[config.mk]
export PLATFORM = sky130hd
export DESIGN_NAME = ckct_front
export DESIGN_NICKNAME = d
export VERILOG_FILES = /design/src/ckct_pkg.sv /design/src/ckct_front.sv
export SDC_FILE = /design/constraint.sdc
export NUM_CORES = 1
export LEC_CHECK = 0
export BUFFER_PORTS_ARGS = -buffer_cell sky130_fd_sc_hd__buf_2
export CORE_MARGIN = 2
export CORE_UTILIZATION = 65
export DETAILED_ROUTE_END_ITERATION = 7
export PLACE_DENSITY = 0.95
export SYNTH_ARGS = -nofsm -noshare
export SYNTH_HDL_FRONTEND = slang
export SYNTH_SLANG_ARGS = --single-unit
[constraint.sdc]
create_clock -name clock -period 1.5 [get_ports clock]
set_input_delay 0.075 -clock clock [delete_from_list [all_inputs] [get_ports clock]]
set_output_delay 0.075 -clock clock [all_outputs]
set_load 0.02 [all_outputs]
[src/ckct_pkg.sv]
// ============================================================================
// ckct_pkg
// Shared types and constants for the key candidate tester.
// ============================================================================
`timescale 1ns / 1ps
`default_nettype none
package ckct_pkg;
   localparam logic [31:0] FEI_CONST_A = 32'h5B2C004A;
   localparam logic [31:0] FEI_CONST_B = 32'h803425C3;
   localparam int FEI_ROUNDS  = 6;
   localparam int SCHED_WORDS = 26;
   localparam int SOFT_ITERS  = 12;

   localparam logic [1:0] REG_C0 = 2'd0;
   localparam logic [1:0] REG_P0 = 2'd1;
   localparam logic [1:0] REG_C1 = 2'd2;
   localparam logic [1:0] REG_P1 = 2'd3;

   // rotation amounts per feistel round
   function automatic logic [4:0] rot_a(input int j);
      logic [4:0] r;
      unique case (j)
         0: r = 5'd25;
         1: r = 5'd20;
         2: r = 5'd15;
         3: r = 5'd10;
         4: r = 5'd5;
         default: r = 5'd0;
      endcase
      return r;
   endfunction

   function automatic logic [4:0] rot_b(input int j);
      logic [4:0] r;
      unique case (j)
         0: r = 5'd10;
         1: r = 5'd8;
         2: r = 5'd6;
         3: r = 5'd4;
         4: r = 5'd2;
         default: r = 5'd0;
      endcase
      return r;
   endfunction

   function automatic logic [31:0] rotl(input logic [31:0] v, input logic [4:0] n);
      logic [63:0] d;
      d = {v, v} << n;
      return d[63:32];
   endfunction

   function automatic logic [31:0] rotr(input logic [31:0] v, input logic [4:0] n);
      logic [63:0] d;
      d = {v, v} >> n;
      return d[31:0];
   endfunction

   // per-item record passed from front to back
   typedef struct packed {
      logic        pass1;
      logic [31:0] dw;
      logic [31:0] guess;
   } front_item_type;
endpackage
`default_nettype wire

[src/ckct_front.sv]
// ============================================================================
// ckct_front
// Feistel screening pipeline: one register stage per feistel round.
// ============================================================================
`timescale 1ns / 1ps
`default_nettype none
module ckct_front
   import ckct_pkg::*;
(
   input  wire logic           clock,
   input  wire logic           reset,
   input  wire logic           in_valid,
   input  wire logic [31:0]    in_guess,
   input  wire logic [63:0]    c0,
   input  wire logic [63:0]    p0,
   output logic                out_valid,
   output front_item_type      out_item,
   input  wire logic           advance
);
   localparam int NST = 2 * FEI_ROUNDS;

   logic [NST:0]        vld_ff;
   logic [31:0]         a_ff [NST+1];
   logic [31:0]         b_ff [NST+1];
   logic [31:0]         g_ff [NST+1];
   logic [NST:0]        vld_in;
   logic [31:0]         a_in [NST+1];
   logic [31:0]         b_in [NST+1];
   logic [31:0]         g_in [NST+1];

   // stage next values, whole pipe moves on advance
   always_comb begin
      vld_in[0] = in_valid;
      a_in[0]   = c0[31:0];
      b_in[0]   = c0[63:32];
      g_in[0]   = in_guess;
      for (int s = 1; s <= NST; s++) begin
         vld_in[s] = vld_ff[s-1];
         g_in[s]   = g_ff[s-1];
         b_in[s]   = a_ff[s-1];
         if (s <= FEI_ROUNDS) begin
            a_in[s] = b_ff[s-1] ^ rotl(a_ff[s-1] ^ FEI_CONST_A, rot_a(s-1));
         end else begin
            a_in[s] = b_ff[s-1] ^ rotl(a_ff[s-1] ^ FEI_CONST_B, rot_b(s-1-FEI_ROUNDS));
         end
         // swap between the two feistels; key injection is in the register stage
         if (s == FEI_ROUNDS + 1) begin
            a_in[s] = b_ff[s-1] ^ rotl(a_ff[s-1] ^ FEI_CONST_B, rot_b(0));
            b_in[s] = a_ff[s-1];
         end
      end
   end

   // stage between feistels: a = b1 ^ g, b = a1 handled at stage FEI_ROUNDS+1 input
   logic [31:0] a_mid, b_mid;
   always_comb begin
      a_mid = b_ff[FEI_ROUNDS] ^ g_ff[FEI_ROUNDS];
      b_mid = a_ff[FEI_ROUNDS];
   end

   always_ff @(posedge clock) begin
      if (reset) begin
         vld_ff <= '0;
      end else if (advance) begin
         vld_ff <= vld_in;
      end
   end

   always_ff @(posedge clock) begin
      if (advance) begin
         for (int s = 0; s <= NST; s++) begin
            g_ff[s] <= g_in[s];
            if (s == FEI_ROUNDS + 1) begin
               a_ff[s] <= b_mid ^ rotl(a_mid ^ FEI_CONST_B, rot_b(0));
               b_ff[s] <= a_mid;
            end else begin
               a_ff[s] <= a_in[s];
               b_ff[s] <= b_in[s];
            end
         end
      end
   end

   assign out_valid      = vld_ff[NST];
   assign out_item.pass1 = (a_ff[NST] == p0[63:32]);
   assign out_item.dw    = p0[31:0] ^ b_ff[NST];
   assign out_item.guess = g_ff[NST];
endmodule
`default_nettype wire

==> results.ini <==
[clock_tree]
cts_setup_buffers=0
cts.sinks=1261
cts_inserted_buffers=109
cts_tree=done
htreeDepth=3
clkLatencyLatePin_ns=0.68
clockRootBuffer=clkbuf_16
clk_path_buf_depth=3
clkTransAtPathRegs_ns=0.06

[synthesis]
yosysMostFrequentCell=edfxtp_1
synthTopCellsByCount=edfxtp_1 (1248), xor2_1 (348), xnor2_1 (132), nor2_1 (14)
ys_ff_latch=1261
yosysTopAreaCell=edfxtp_1
netlist_area_sq_um=42200
synthesis.instances=1781
synth_edf_count=1248
synth_area_leaders=edfxtp_1 (89%), xor2_1 (7.2%), xnor2_1 (2.7%)
yosysWarnings=0
ys_types=11
synth.top_cell.area_share_pct=88.8
ys_async_sr_fraction_pct=0
synth_top_flop_cell=edfxtp_1
avgSynthCellArea_sq_um=23.7
syn-num-nets=1945
ys_seq_area_share_pct=89.4

[layout]
fin_nets=2428
seq_area_sq_um=37700
n_antenna_cell=0
nFillCells=2856
final_util_pct=76.9
multi_input_area_sq_um=4460
area_growth_pct=17.2
drive_above_1_share_pct=17.8

[timing]
fin_worst_skew_ns=0.0413
relSlewSlack_pct=31.8
final_max_slew_viol_count=0
min_period_ns=2.14
worst_slew_pin_slew_ns=1.02
setup_viol=1
fin_ws_ns=-0.635
rsz0062_at_grt=yes
fmax_mhz=468
hold_viol=0
timing.final.crit_share_pct=142

[min_path]
hold_path.startpoint=c0[41]
min_to=b_ff[0][9]
min_path_type=in -> reg
hold_path_depth=2

[critical_path]
slowest_delay_ns=0.39
path_cells=xor2_1 > nor4_1 > buf_4 > nand4_1 > nor2_1 > buf_4
crit_type=reg -> out
reg2reg_slack_ns=0.25
required_ns=1.42
timing.rr.start=vld_ff[0]
critPathArrivalTime_ns=2.06
path_common_cell=buf_4
worstSetupEndpointType=primary output
ff2ff_path_depth=3
crit_fanout=1
start_kind=flip-flop
reg2reg_to=vld_ff[0]
cp_slowest_cell=edfxtp_1

[placement]
hpwl_mm=40.9
numPortBuffers=229
gp_congestion=0.804

[drt]
route.final.wire_length_mm=73.2
num_vias=17000
dr.first_iter.drc_count=1453
wire_per_inst_microns=22.9
postRouteAntennaNets=0
dr.pass1.iters=5
drt_drc_violations_left=0
via_per_inst=5.30

[global_route]
grt_pass1_vias=18100
grt_max_degree=77
grt_pass1_wl_mm=110
grt_overflow=0
antenna_found_initial=0
track_usage_pct=22.5

[outcome]
status=finished with violations
violations=negative setup slack

[job]
max_cap_viol_count=0

[floorplan]
fp-row-count=93
core_sq_um=64300
dieArea_sq_um=67000
io_pins=230
die-width_microns=259
die_h_microns=259
start_util_pct=65.6

[power]
p_leak_nw=17.5
ir_worst_vdd_mv=1.11
pwr_density_cell_nw_per_um2=1550
total_power_mw=76.5

-- metrics by stage --
step,hold WS [ns],worst slack [ns],area [sq um],std cells,TNS (ns)
finish,0.105,-0.635,49500,3202,-0.635
global route,0.0951,-0.711,49500,3202,-1.16
CTS,0.0736,-0.686,49400,3202,-132.31
detailed placement,0.253,0.0159,45100,2907,0
global placement,0.254,-0.0102,45100,2907,-0.0102
floorplan,0.147,0.248,42200,1781,0
-- per-layer routing --
metal  GRT usage [%]  part of all wire (%)  vias up
li1                -                     -     7723
met1            25.6                    35     8549
met2            42.6                    58      551
met3            3.14                   4.0      140
met4            9.26                   3.3        0
met5               0                     0        -
-- how the worst max path moves through the flow --
| stage | start | to | depth (start not counted) |
|---|---|---|---|
| 2_1_floorplan | a_ff[12][31] | out_item[64] | 4 |
| 3_3_place_gp | a_ff[12][15] | out_item[64] | 5 |
| 3_5_place_dp | a_ff[12][15] | out_item[64] | 5 |
| 4_1_cts | a_ff[12][11] | out_item[64] | 6 |
| 5_1_grt | a_ff[12][19] | out_item[64] | 6 |
| 6_report | a_ff[12][19] | out_item[64] | 6 |
-- cells in the final DEF, fill, tap and decap left out, drive strengths merged --
cell,netlist,final
edfxtp,1248,1248
nor4,8,8
bufinv,0,4
buf,2,274
nor2,14,14
dfxtp,13,13
clkbuf,1,147
xnor2,132,132
inv,0,3
nand4,2,2
mux2i,13,13
xor2,348,348
dlymetal6s4s,0,1
dlygate4sd3,0,100
clkinv,0,37
clkinvlp,0,3
-- state kept, by name (all words and copies together) (netlist names) --
signal / cells
a_ff: 416
vld_ff: 13
g_ff: 416
b_ff: 416
-- worst max-delay path: cells and delay by family, from the launching register on --
family        cells  cell delay, ns
xor+xnor          1            0.15
buf+inv           2            0.34
flops             1            0.39
simple gates      3            0.52
-- layout make-up --
type,count,area share [%]
flip-flops and latches,1261,76.3
repair buffers,375,5.86
clock inverters,47,0.713
clock buffers,147,5.95
multi-input cells,517,9.01
well taps,855,2.16
-- logic make-up (layout without fill, tap and decap cells) --
kind of cell	count (synthesis)	in the layout	share of synthesized area, %
XOR/XNOR	480	480	9.96
buffers and inverters	3	569	0.0385
flip-flops	1261	1261	89.4
multiplexers	13	13	0.308
AND/OR/NAND/NOR	24	24	0.273
-- what timing repair did --
item	4_1_cts	5_1_grt
hold buffers	101	0
hold endpoints to repair	233	0
pin swaps	15	15
resized for setup	18	15
endpoints found under the setup margin	18	1142
-- report_power, final --
part | switching, mW | total (mW) | internal [mW]
logic | 2.33 | 4.27 | 1.94
registers | 2.19 | 45.6 | 43.4
clock network | 12.3 | 26.7 | 14.4
No activity file was read; power rests on OpenSTA's default activity.
