**src/ckct_pkg.sv**
```systemverilog
// ============================================================================
// ckct_pkg
// Shared types and constants for the key candidate tester.
// ============================================================================
`timescale 1ns / 1ps
`default_nettype none
package ckct_pkg;
   localparam logic [31:0] FEI_CONST_A = 32'h5B2C004A;
   localparam logic [31:0] FEI_CONST_B = 32'h803425C3;
   localparam int FEI_ROUNDS  = 6;
   localparam int SCHED_WORDS = 26;
   localparam int SOFT_ITERS  = 12;

   localparam logic [1:0] REG_C0 = 2'd0;
   localparam logic [1:0] REG_P0 = 2'd1;
   localparam logic [1:0] REG_C1 = 2'd2;
   localparam logic [1:0] REG_P1 = 2'd3;

   // rotation amounts per feistel round
   function automatic logic [4:0] rot_a(input int j);
      logic [4:0] r;
      unique case (j)
         0: r = 5'd25;
         1: r = 5'd20;
         2: r = 5'd15;
         3: r = 5'd10;
         4: r = 5'd5;
         default: r = 5'd0;
      endcase
      return r;
   endfunction

   function automatic logic [4:0] rot_b(input int j);
      logic [4:0] r;
      unique case (j)
         0: r = 5'd10;
         1: r = 5'd8;
         2: r = 5'd6;
         3: r = 5'd4;
         4: r = 5'd2;
         default: r = 5'd0;
      endcase
      return r;
   endfunction

   function automatic logic [31:0] rotl(input logic [31:0] v, input logic [4:0] n);
      logic [63:0] d;
      d = {v, v} << n;
      return d[63:32];
   endfunction

   function automatic logic [31:0] rotr(input logic [31:0] v, input logic [4:0] n);
      logic [63:0] d;
      d = {v, v} >> n;
      return d[31:0];
   endfunction

   // per-item record passed from front to back
   typedef struct packed {
      logic        pass1;
      logic [31:0] dw;
      logic [31:0] guess;
   } front_item_type;
endpackage
`default_nettype wire

```
**src/ckct_queue.sv**
```systemverilog
// ============================================================================
// ckct_queue
// Small fifo decoupling the screening front from the verify back.
// ============================================================================
`timescale 1ns / 1ps
`default_nettype none
module ckct_queue
   import ckct_pkg::*;
#(
   parameter int DEPTH = 4
)(
   input  wire logic           clock,
   input  wire logic           reset,
   input  wire logic           wr_en,
   input  wire front_item_type wr_item,
   output logic                full,
   output logic                not_empty,
   output front_item_type      rd_item,
   input  wire logic           rd_en
);
   localparam int AW = $clog2(DEPTH);
   front_item_type     mem_ff [DEPTH];
   logic [AW-1:0]      wp_ff, rp_ff;
   logic [AW:0]        cnt_ff;

   // pointers and fill count
   always_ff @(posedge clock) begin
      if (reset) begin
         wp_ff <= '0; rp_ff <= '0; cnt_ff <= '0;
      end else begin
         if (wr_en) wp_ff <= (wp_ff == AW'(DEPTH-1)) ? '0 : wp_ff + 1'b1;
         if (rd_en) rp_ff <= (rp_ff == AW'(DEPTH-1)) ? '0 : rp_ff + 1'b1;
         cnt_ff <= cnt_ff + (AW+1)'(wr_en) - (AW+1)'(rd_en);
      end
   end

   always_ff @(posedge clock) begin
      if (wr_en) mem_ff[wp_ff] <= wr_item;
   end

   assign full      = (cnt_ff == (AW+1)'(DEPTH));
   assign not_empty = (cnt_ff != '0);
   assign rd_item   = mem_ff[rp_ff];
endmodule
`default_nettype wire

```
**config.mk**
```make
export PLATFORM = sky130hd
export DESIGN_NAME = ckct_queue
export DESIGN_NICKNAME = d
export VERILOG_FILES = /design/src/ckct_pkg.sv /design/src/ckct_queue.sv
export SDC_FILE = /design/constraint.sdc
export NUM_CORES = 1
export LEC_CHECK = 0
export BUFFER_PORTS_ARGS = -buffer_cell sky130_fd_sc_hd__buf_4
export CORE_UTILIZATION = 55
export CTS_BUF_LIST = sky130_fd_sc_hd__clkbuf_8
export DETAILED_ROUTE_END_ITERATION = 6
export PLACE_DENSITY = 0.83
export SETUP_SLACK_MARGIN = 0.15
export SYNTH_ARGS = -nofsm -noshare
export SYNTH_HDL_FRONTEND = slang
export SYNTH_SLANG_ARGS = --single-unit
```
**constraint.sdc**
```tcl
create_clock -name clock -period 3.21 [get_ports clock]
set_input_delay 0.321 -clock clock [delete_from_list [all_inputs] [get_ports clock]]
set_output_delay 0.321 -clock clock [all_outputs]
set_load 0.02 [all_outputs]
```
==> reports/qor.txt, run 1 <==
status: complete, no violations
Wirelength per Cell: 20.7 um
Seq/Total Area, Yosys: 80.9%
Hold Violations, Final: 0
Top FF cell, synth: edfxtp_1
worst min-delay path class: input port to flop
final setup violation count: 0
Syn Inst Count: 382
clk root buf: clkbuf_8
Worst Path Arrival: 2.33 ns
Startpoint Class: flop
Synth-to-Final Area Change: 26.9%
Worst-Margin Slew: 1.01 ns
Cell Rows: 48
cts bufs inserted: 43
critical path class: flop to primary output
crit path time final: 2.65 ns
dpl hpwl: 9810 um
Final Core Density: 72.0%
PostCTS Resize Cnt: 0
cell area after synthesis: 9880 um^2
final wirelength: 18100 um
detailed router's first-iteration violation count: 232
LEAKAGE: 4.39 nW
1st-pass router iterations: 4
RSZ-0062 raised after global routing: false
asr flop ratio synth: 0%
largest net degree at the start of global routing: 66
TNS Setup: 0 ns
Avg Vias per Cell: 5.39
CP Max Fanout: 19
fill cell count: 1006
H-Tree Depth: 2
antenna violations before repair: 0
vias in the first global route: 5375
reg2reg start: wp_ff[0]$_SDFFE_PP0P_
Fmax achieved: 377 MHz
IO buf count: 135
power density cells: 612 nW/um^2
clk_skew: 0.0131 ns
worst r2r dst: mem_ff[3][39]$_DFFE_PP_
Hold Crit Start: rd_en
postcts setup bufs: 0
register bit total from synthesis: 269
hold path depth: 3
Slew Viols, Final: 0
Slew HR: 32.7%
CTS sink count: 269
placed insts: 730
largest family of logic cells by synthesized area: multiplexers
GP Congestion: 0.663
IO Count: 136
Clock transition at path regs: 0.06 ns
Post-DRT Antenna Nets: 0
Final Non-Filler Cells: 875
multiplexer area fraction after synthesis: 15.0%
Post-synth EDFFs: 260
VDD IR max: 0.473 mV
gr ovfl total: 0
Max clock buf depth: 3
WP data required: 2.89 ns
clock latency on the worst-skew pair: 0.51 ns
Simple-Gate Fraction of Synth Area: 0.925%
synth warn: 0
Syn Nets: 459
nets: 693
layout cell share with drive strength beyond 1: 40.5%
Avg Cell Area, Syn: 25.9 um^2
period utilization: 82.6%
die area: 18500 um^2
die width: 136 um
R2R Setup Slk: 1.37 ns
DR vias: 4717
Compound-Gate Fraction of Synth Area: 0.101%
drt drc: 0
cts hold-fix bufs: 66
Synth Area in XOR/XNOR: 0.241%
TritonCTS clock tree: done
Netlist cell types: 21
core outline area: 17400 um^2
cells on worst reg2reg path: 2
CP endpoint kind: primary output
Initial Util: 56.7%
Die Height: 136 um
max-cap check violation count: 0
Post-Synth Adder-Cell Area: 1.09%
GRT Total Usage: 20.3%
Ant. Diodes: 0
global-route wire length before repair: 27400 um
cells in the mapped netlist (2+ instances only):
| master | n | area, um^2 |
|---|---|---|
| a21oi_1 | 2 | 10.0 |
| and2_1 | 4 | 25.0 |
| buf_12 | 5 | 100 |
| buf_2 | 6 | 30.0 |
| dfxtp_1 | 9 | 180 |
| edfxtp_1 | 260 | 7810 |
| ha_1 | 7 | 87.6 |
| inv_1 | 6 | 22.5 |
| mux2i_1 | 2 | 20.0 |
| mux4_2 | 65 | 1460 |
| nand2b_1 | 2 | 12.5 |
| nor2_1 | 3 | 11.3 |
| nor2b_1 | 2 | 12.5 |
| or3b_2 | 2 | 17.5 |
routing by layer:
| layer | share of wire (%) | GRT usage [%] |
|---|---|---|
| met5 | 0 | 0 |
| met4 | 2.1 | 8.21 |
| met3 | 5.2 | 4.77 |
| met2 | 53 | 35.8 |
| met1 | 40 | 24.0 |
per-stage QoR:
step | total power [mW] | cell area, um^2 | setup slack [ns] | hold slack (ns)
final | 7.67 | 12500 | 0.558 | 0.121
after detailed placement | 4.97 | 11100 | 1.04 | 0.501
after global placement | 4.94 | 11100 | 1.05 | 0.472
after CTS | 7.73 | 12500 | 0.467 | 0.0917
after global routing | 7.92 | 12500 | 0.404 | 0.114
after floorplan | 4.62 | 9880 | 0.714 | 0.390
kinds of logic (layout without fill, tap and decap cells):
kind of cell | after synthesis | count (layout)
AND/OR/NAND/NOR | 15 | 15
XOR/XNOR | 1 | 1
flip-flops | 269 | 269
buffers and inverters | 20 | 288
adder cells (fa/ha/maj) | 8 | 8
AO/OA/AOI/OAI | 2 | 2
multiplexers | 67 | 67
worst max-delay path: stages (launching register included):
cell,delay (ns)
dfxtp_4,0.60
buf_4,0.44
mux4_2,0.58
buf_4,0.18
worst max-delay path by stage:
| stage | start | to | slack, ns | cells past startpoint |
|---|---|---|---|---|
| after floorplan | wp_ff[0]$_SDFFE_PP0P_ | mem_ff[0][0]$_DFFE_PP_ | 0.71 | 3 |
| after global placement | flop | rd_item[26] | 1.05 | 3 |
| after detailed placement | flop | rd_item[25] | 1.04 | 3 |
| after CTS | flop | rd_item[25] | 0.47 | 3 |
| after global routing | flop | rd_item[25] | 0.40 | 3 |
| final | flop | rd_item[25] | 0.56 | 3 |
final cells by class:
| class | count | area, um^2 | area share, % |
|---|---|---|---|
| flip-flops and latches | 269 | 8000 | 63.8 |
| multi-input cells | 93 | 1730 | 13.8 |
| repair buffers | 203 | 1700 | 13.6 |
| clock buffers | 45 | 619 | 4.94 |
| well taps | 225 | 282 | 2.25 |
| clock inverters | 34 | 191 | 1.53 |
| inverters | 6 | 22.5 | 0.180 |
cell usage in the layout, fill, tap and decap left out, types with 4 or more instances in the layout:
master,count
and2_4,4
clkinv_1,8
inv_1,24
clkinv_2,5
mux4_2,65
dfxtp_1,7
ha_1,7
clkbuf_8,45
edfxtp_1,260
buf_4,136
dlygate4sd3_1,66
report_power, final:
| group | switching (mW) | internal [mW] | leakage [nW] |
|---|---|---|---|
| Combinational | 0.424 | 0.445 | 1.45 |
| Clock | 1.25 | 1.46 | 0.484 |
| Sequential | 0.0757 | 4.01 | 2.46 |
| Total | 1.75 | 5.92 | 4.39 |
flip-flops by register name (all words and copies together), names as in the netlist, named ones only:
| register | cells |
|---|---|
| cnt_ff | 3 |
| mem_ff | 260 |
| rp_ff | 2 |
| wp_ff | 2 |
No activity file was read; power rests on OpenSTA's default activity.
==> run 2: changes to the inputs <==
Clock period 3.21 ns to 2.7 ns, I/O delays scaled along.
==> run 2 against run 1 <==
Final cell count up 2.1%; combinational power is 27% higher; count of clock-buffer cells in the layout did not move; register-to-register slack worse by 0.46 ns; clock power is 18% higher; global-route usage up 0.50 points; sequential share of layout area fell by 0.92 points; flip-flop and latch count unchanged; critical path type unchanged; worst hold slack worse by 0.046 ns; wire length increased by 1.9%; critical endpoint is now rd_item[18].
==> reports/qor.txt, run 2 (synthesis results as in run 1) <==
status: complete, no violations
R2R Setup Slk: 0.91 ns (-0.46 ns)
1st-pass router iterations: 4 (unchanged)
CP Max Fanout: 44 (+25)
pre-CTS setup slack: 0.783 ns (-0.258 ns)
RSZ-0062 raised after global routing: false
VDD IR max: 0.540 mV (+14%)
Post-DRT Antenna Nets: 0 (unchanged)
Startpoint Class: flop
Slew HR: 61.7% (+29 points)
antenna violations before repair: 2 (+2)
Slew Viols, Final: 0 (unchanged)
clock latency on the worst-skew pair: 0.52 ns (about the same)
max-cap check violation count: 0 (unchanged)
dpl cell area: 11200 um^2 (+1.1%)
cts bufs inserted: 43 (unchanged)
Fmax achieved: 435 MHz
post-route cell area: 12700 um^2 (+1.5%)
Final Non-Filler Cells: 893 (+2.1%)
Die Height: 136 um (unchanged)
die area: 18500 um^2 (unchanged)
DR vias: 4812 (+2.0%)
global-route wire length before repair: 28200 um (+3.2%)
commonest non-fill, non-tap cell in the layout: edfxtp_1
period utilization: 85.0%
dpl hpwl: 10900 um (+12%)
GRT Total Usage: 20.8% (+0.50 points)
TNS Setup: 0 ns (unchanged)
Pint: 7.06 mW (+19%)
hold slack: 0.0750 ns (-0.0457 ns)
Largest Register: mem_ff
Critical-path top delay cell: dfxtp_4
vias in the first global route: 5345 (-0.56%)
Worst-Margin Slew: 0.575 ns (-0.435 ns)
Avg Vias per Cell: 5.39 (about the same)
CP endpoint kind: primary output
placed insts: 740 (+1.4%)
drt drc: 0 (unchanged)
commonest cells after routing, fill and taps aside: edfxtp_1 (260), buf_4 (151), dlygate4sd3_1 (66)
Switching Share: 22.6% (-0.19 points)
clk_skew: 0.0140 ns (+0.000838 ns)
Clock transition at path regs: 0.06 ns (about the same)
CP Cell Sequence: buf_12, mux4_2, buf_4
final worst setup slack: 0.404 ns (-0.154 ns)
PostCTS Resize Cnt: 0 (unchanged)
H-Tree Depth: 2 (unchanged)
clock group share of total power: 35.0% (-0.4 points)
Switch Pwr: 2.06 mW (+18%)
CP max stage delay: 0.58 ns (-0.02 ns)
Cell Rows: 48 (unchanged)
fill cell count: 987 (-1.9%)
TritonCTS clock tree: done
die width: 136 um (unchanged)
IO Count: 136 (unchanged)
layout cell share with drive strength beyond 1: 42.2% (+1.7 points)
GP Congestion: 0.713 (+7.5%)
Hold Violations, Final: 0 (unchanged)
overall power: 9.12 mW (+19%)
Wirelength per Cell: 20.7 um (-0.14%)
IO buf count: 135 (unchanged)
detailed router's first-iteration violation count: 265 (+14%)
gr ovfl total: 0 (unchanged)
critical path class: flop to primary output
flip-flop count of the largest register after layout: 260 (unchanged)
Synth-to-Final Area Change: 28.8%
nets: 712 (+2.7%)
final wirelength: 18500 um (+1.9%)
Final Core Density: 73.0% (+1.1 points)
final setup violation count: 0 (unchanged)
Worst Path Arrival: 2.03 ns (-0.30 ns)
Logic pwr share: 12.0% (+0.7 points)
CTS sink count: 269 (unchanged)
core outline area: 17400 um^2 (unchanged)
Max clock buf depth: 3 (unchanged)
Initial Util: 56.7% (unchanged)
sequential share of power: 53.0% (-0.3 points)
worst min-delay path class: input port to flop
largest net degree at the start of global routing: 45 (-32%)
biggest regs: mem_ff: 260 flops, cnt_ff: 3 flops
clk root buf: clkbuf_8
WP data required: 2.43 ns (-0.46 ns)
LEAKAGE: 4.49 nW (+2.1%)
power density cells: 717 nW/um^2 (+17%)
crit path time final: 2.30 ns
==> run 2: changes by cell type in the layout (fill, tap and decap cells not counted), sizes merged <==
cell,previous run,this run
buf,137,156
inv,25,22
diode,0,2
clkinv,13,12
clkinvlp,0,1
==> run 2: final timing paths <==
kind                         startpoint  cells past startpoint                 endpoint
setup / recovery                   flop                      3              rd_item[18]
hold / removal                    rd_en                      3                     flop
setup reg to reg  wp_ff[0]$_SDFFE_PP0P_                      4  mem_ff[2][29]$_DFFE_PP_
hold reg to reg   rp_ff[0]$_SDFFE_PP0P_                      2                     flop
==> run 2: layout make-up <==
class	count	area (um^2)	area share, %
timing repair buffer	222	1890	14.9
inverter	6	22.5	0.177
antenna	2	5.00	0.0393
sequential	269	8000	62.8
clock inverter	31	178	1.40
tap	225	282	2.21
multi-input combinational	93	1730	13.6
clock buffer	45	619	4.87
==> run 2: per-layer routing <==
layer | part of all wire (%) | routed length [um] | global-route usage [%]
met1 | 39 | 7280 | 24.9
met2 | 54 | 9920 | 36.6
met3 | 5.1 | 946 | 4.33
met4 | 1.8 | 340 | 8.64
met5 | 0 | 0 | 0
==> run 2: critical path, delay by kind of cell, from the launching register on <==
kind / cells / cell delay, ns
mux: 1 / 0.39
buf+inv: 2 / 0.49
flops: 1 / 0.58
==> run 2: repair_timing <==
action,4_1_cts,5_1_grt
endpoints found under the hold margin,269,0
setup buffers,0,9
hold buffers,66,0
setup endpoints to repair,0,1
==> run 2: power by group through the flow <==
| stage | logic (mW) | clock network [mW] | registers, mW |
|---|---|---|---|
| 4_1_cts | 1.09 | 3.24 | 4.84 |
| 6_report | 1.10 | 3.19 | 4.83 |
| 5_1_grt | 1.17 | 3.42 | 4.84 |
| 3_3_place_gp | 0.977 | 0 | 4.91 |
| 2_1_floorplan | 0.600 | 0 | 4.89 |
| 3_5_place_dp | 1.01 | 0 | 4.93 |
==> run 3: changes to the inputs <==
Settings changed: REMOVE_ABC_BUFFERS from default to 1.
==> run 3 against run 2 <==
Core utilization fell by 0.65 points; maximum frequency fell by 2.3%; setup slack got worse by 0.054 ns; critical path depth did not move; clock power fell by 5%; die area did not move; total power fell by 1.8%; first-iteration DRC count fell by 1.1%; sequential power barely moved; combinational power barely moved.
==> reports/qor.txt, run 3 (synthesis results as in run 1) <==
sequential share of power: 54.1% (+1.1 points)
worst min-delay path class: input port to flop
Pint: 6.91 mW (-2.1%)
Logic pwr share: 12.1% (about the same)
placed insts: 737 (-0.41%)
commonest cells after routing, fill and taps aside: edfxtp_1 (260), buf_4 (137), dlygate4sd3_1 (66)
Post-DRT Antenna Nets: 0 (unchanged)
power density cells: 710 nW/um^2 (-0.93%)
TNS Setup: 0 ns (unchanged)
flip-flop count of the largest register after layout: 260 (unchanged)
final wirelength: 18400 um (-0.62%)
layout cell share with drive strength beyond 1: 40.9% (-1.3 points)
IO buf count: 135 (unchanged)
critical path class: flop to primary output
drt drc: 0 (unchanged)
Critical-path top delay cell: dfxtp_4
gr ovfl total: 0 (unchanged)
1st-pass router iterations: 4 (unchanged)
Slew HR: 59.7% (-2.0 points)
detailed router's first-iteration violation count: 262 (-1.1%)
die area: 18500 um^2 (unchanged)
final setup violation count: 0 (unchanged)
Avg Vias per Cell: 5.49 (+1.8%)
Max clock buf depth: 3 (unchanged)
vias in the first global route: 5240 (-2.0%)
RSZ-0062 raised after global routing: false
clock latency on the worst-skew pair: 0.51 ns (about the same)
largest net degree at the start of global routing: 39 (-13%)
global-route wire length before repair: 28300 um (about the same)
crit-path most repeated cell: buf_4
VDD IR max: 0.535 mV (-0.93%)
hold slack: 0.0787 ns (+0.00376 ns)
H-Tree Depth: 2 (unchanged)
cts bufs inserted: 42 (-2.3%)
nets: 700 (-1.7%)
Switch Pwr: 2.04 mW (-0.92%)
LEAKAGE: 4.39 nW (-2.2%)
fill cell count: 995 (+0.81%)
CP Cell Sequence: buf_4, mux4_2, buf_4
Synth-to-Final Area Change: 27.6%
period utilization: 87.1% (+2.0 points)
Worst-Margin Slew: 0.604 ns (+0.0293 ns)
Cell Rows: 48 (unchanged)
Switching Share: 22.8% (+0.20 points)
core outline area: 17400 um^2 (unchanged)
CTS sink count: 269 (unchanged)
GP Congestion: 0.697 (-2.3%)
Die Height: 136 um (unchanged)
Hold Violations, Final: 0 (unchanged)
clk_skew: 0.00883 ns (-0.00516 ns)
IO Count: 136 (unchanged)
Worst Path Arrival: 2.08 ns (+0.05 ns)
Wirelength per Cell: 21.0 um (+1.4%)
clk root buf: clkbuf_8
Initial Util: 56.7% (unchanged)
die width: 136 um (unchanged)
biggest regs: mem_ff: 260 flops, cnt_ff: 3 flops
Slew Viols, Final: 0 (unchanged)
status: complete, no violations
CP Buf/Inv Count: 2 (unchanged)
TritonCTS clock tree: done
CP Max Fanout: 38 (-14%)
PostCTS Resize Cnt: 0 (unchanged)
Fmax achieved: 425 MHz (-2.3%)
commonest non-fill, non-tap cell in the layout: edfxtp_1
Largest Register: mem_ff
max-cap check violation count: 0 (unchanged)
Crit path max-delay family: flip-flops
Clock transition at path regs: 0.06 ns (about the same)
antenna violations before repair: 0 (-2)
GRT Total Usage: 20.8% (+0.060 points)
Ant. Diodes: 0 (-2)
Final Non-Filler Cells: 875 (-2.0%)
Startpoint Class: flop
clock group share of total power: 33.8% (-1.2 points)
DR vias: 4802 (-0.21%)
crit path time final: 2.35 ns (+0.0541 ns)
dpl hpwl: 10600 um (-2.9%)
CP endpoint kind: primary output
CP max stage delay: 0.74 ns (+0.16 ns)
WP data required: 2.43 ns (about the same)
run 3: path summary, 6_finish.rpt:
check / startpoint / end / slack, ns / depth (start not counted)
worst min-delay path: rd_en / flop / 0.08 / 3
worst max register to register: cnt_ff[0]$_SDFF_PP0_ / cnt_ff[2]$_SDFF_PP0_ / 0.84 / 7
worst max-delay path: flop / rd_item[48] / 0.35 / 3
worst min register to register: rp_ff[0]$_SDFFE_PP0P_ / flop / 0.50 / 2
run 3: layout make-up:
class                      count  area [um^2]  area share [%]
timing repair buffer         211         1840            14.6
clock buffer                  44          606            4.80
multi-input combinational     93         1730            13.7
inverter                       6         22.5           0.179
sequential                   269         8000            63.4
tap                          225          282            2.23
clock inverter                27          134            1.06
run 3: worst reg2reg max path, cell delays in order, from the launching register on:
cell and delay (ns):
dfxtp_1 0.35, inv_1 0.10, ha_1 0.29, inv_1 0.04
ha_1 0.19, fa_1 0.36, xor3_1 0.38, nor2_1 0.04
run 3: power by group through the flow:
stage | Clock, mW | Combinational (mW) | Sequential (mW)
after floorplan | 0 | 0.528 | 4.94
after global placement | 0 | 0.967 | 4.92
after detailed placement | 0 | 0.997 | 4.93
after CTS | 3.10 | 1.08 | 4.85
after global routing | 3.29 | 1.15 | 4.86
final | 3.03 | 1.08 | 4.84
run 3: what timing repair did:
item | in CTS | in global routing
buffers inserted | 0 | 1
hold endpoints to repair | 269 | 0
setup endpoints to repair | 0 | 12
hold buffers | 66 | 0
run 3: per-stage QoR:
stage / area (um^2) / worst slack, ns / utilization [%] / power [mW]
2_1_floorplan: 9730 / -1.06 / - / 5.47
3_3_place_gp: 11200 / 0.726 / 64.3 / 5.88
3_5_place_dp: 11200 / 0.730 / 64.3 / 5.93
4_1_cts: 12600 / 0.151 / 72.3 / 9.03
5_1_grt: 12600 / 0.253 / 72.4 / 9.29
6_report: 12600 / 0.350 / 72.4 / 8.95
run 3: routing by layer:
| layer | vias to the layer above | track usage [%] | part of all wire, % |
|---|---|---|---|
| met5 | - | 0 | 0 |
| met4 | 0 | 9.26 | 2.7 |
| met3 | 36 | 4.14 | 4.9 |
| met2 | 166 | 34.7 | 52 |
| met1 | 2487 | 26.8 | 40 |
| li1 | 2113 | - | - |
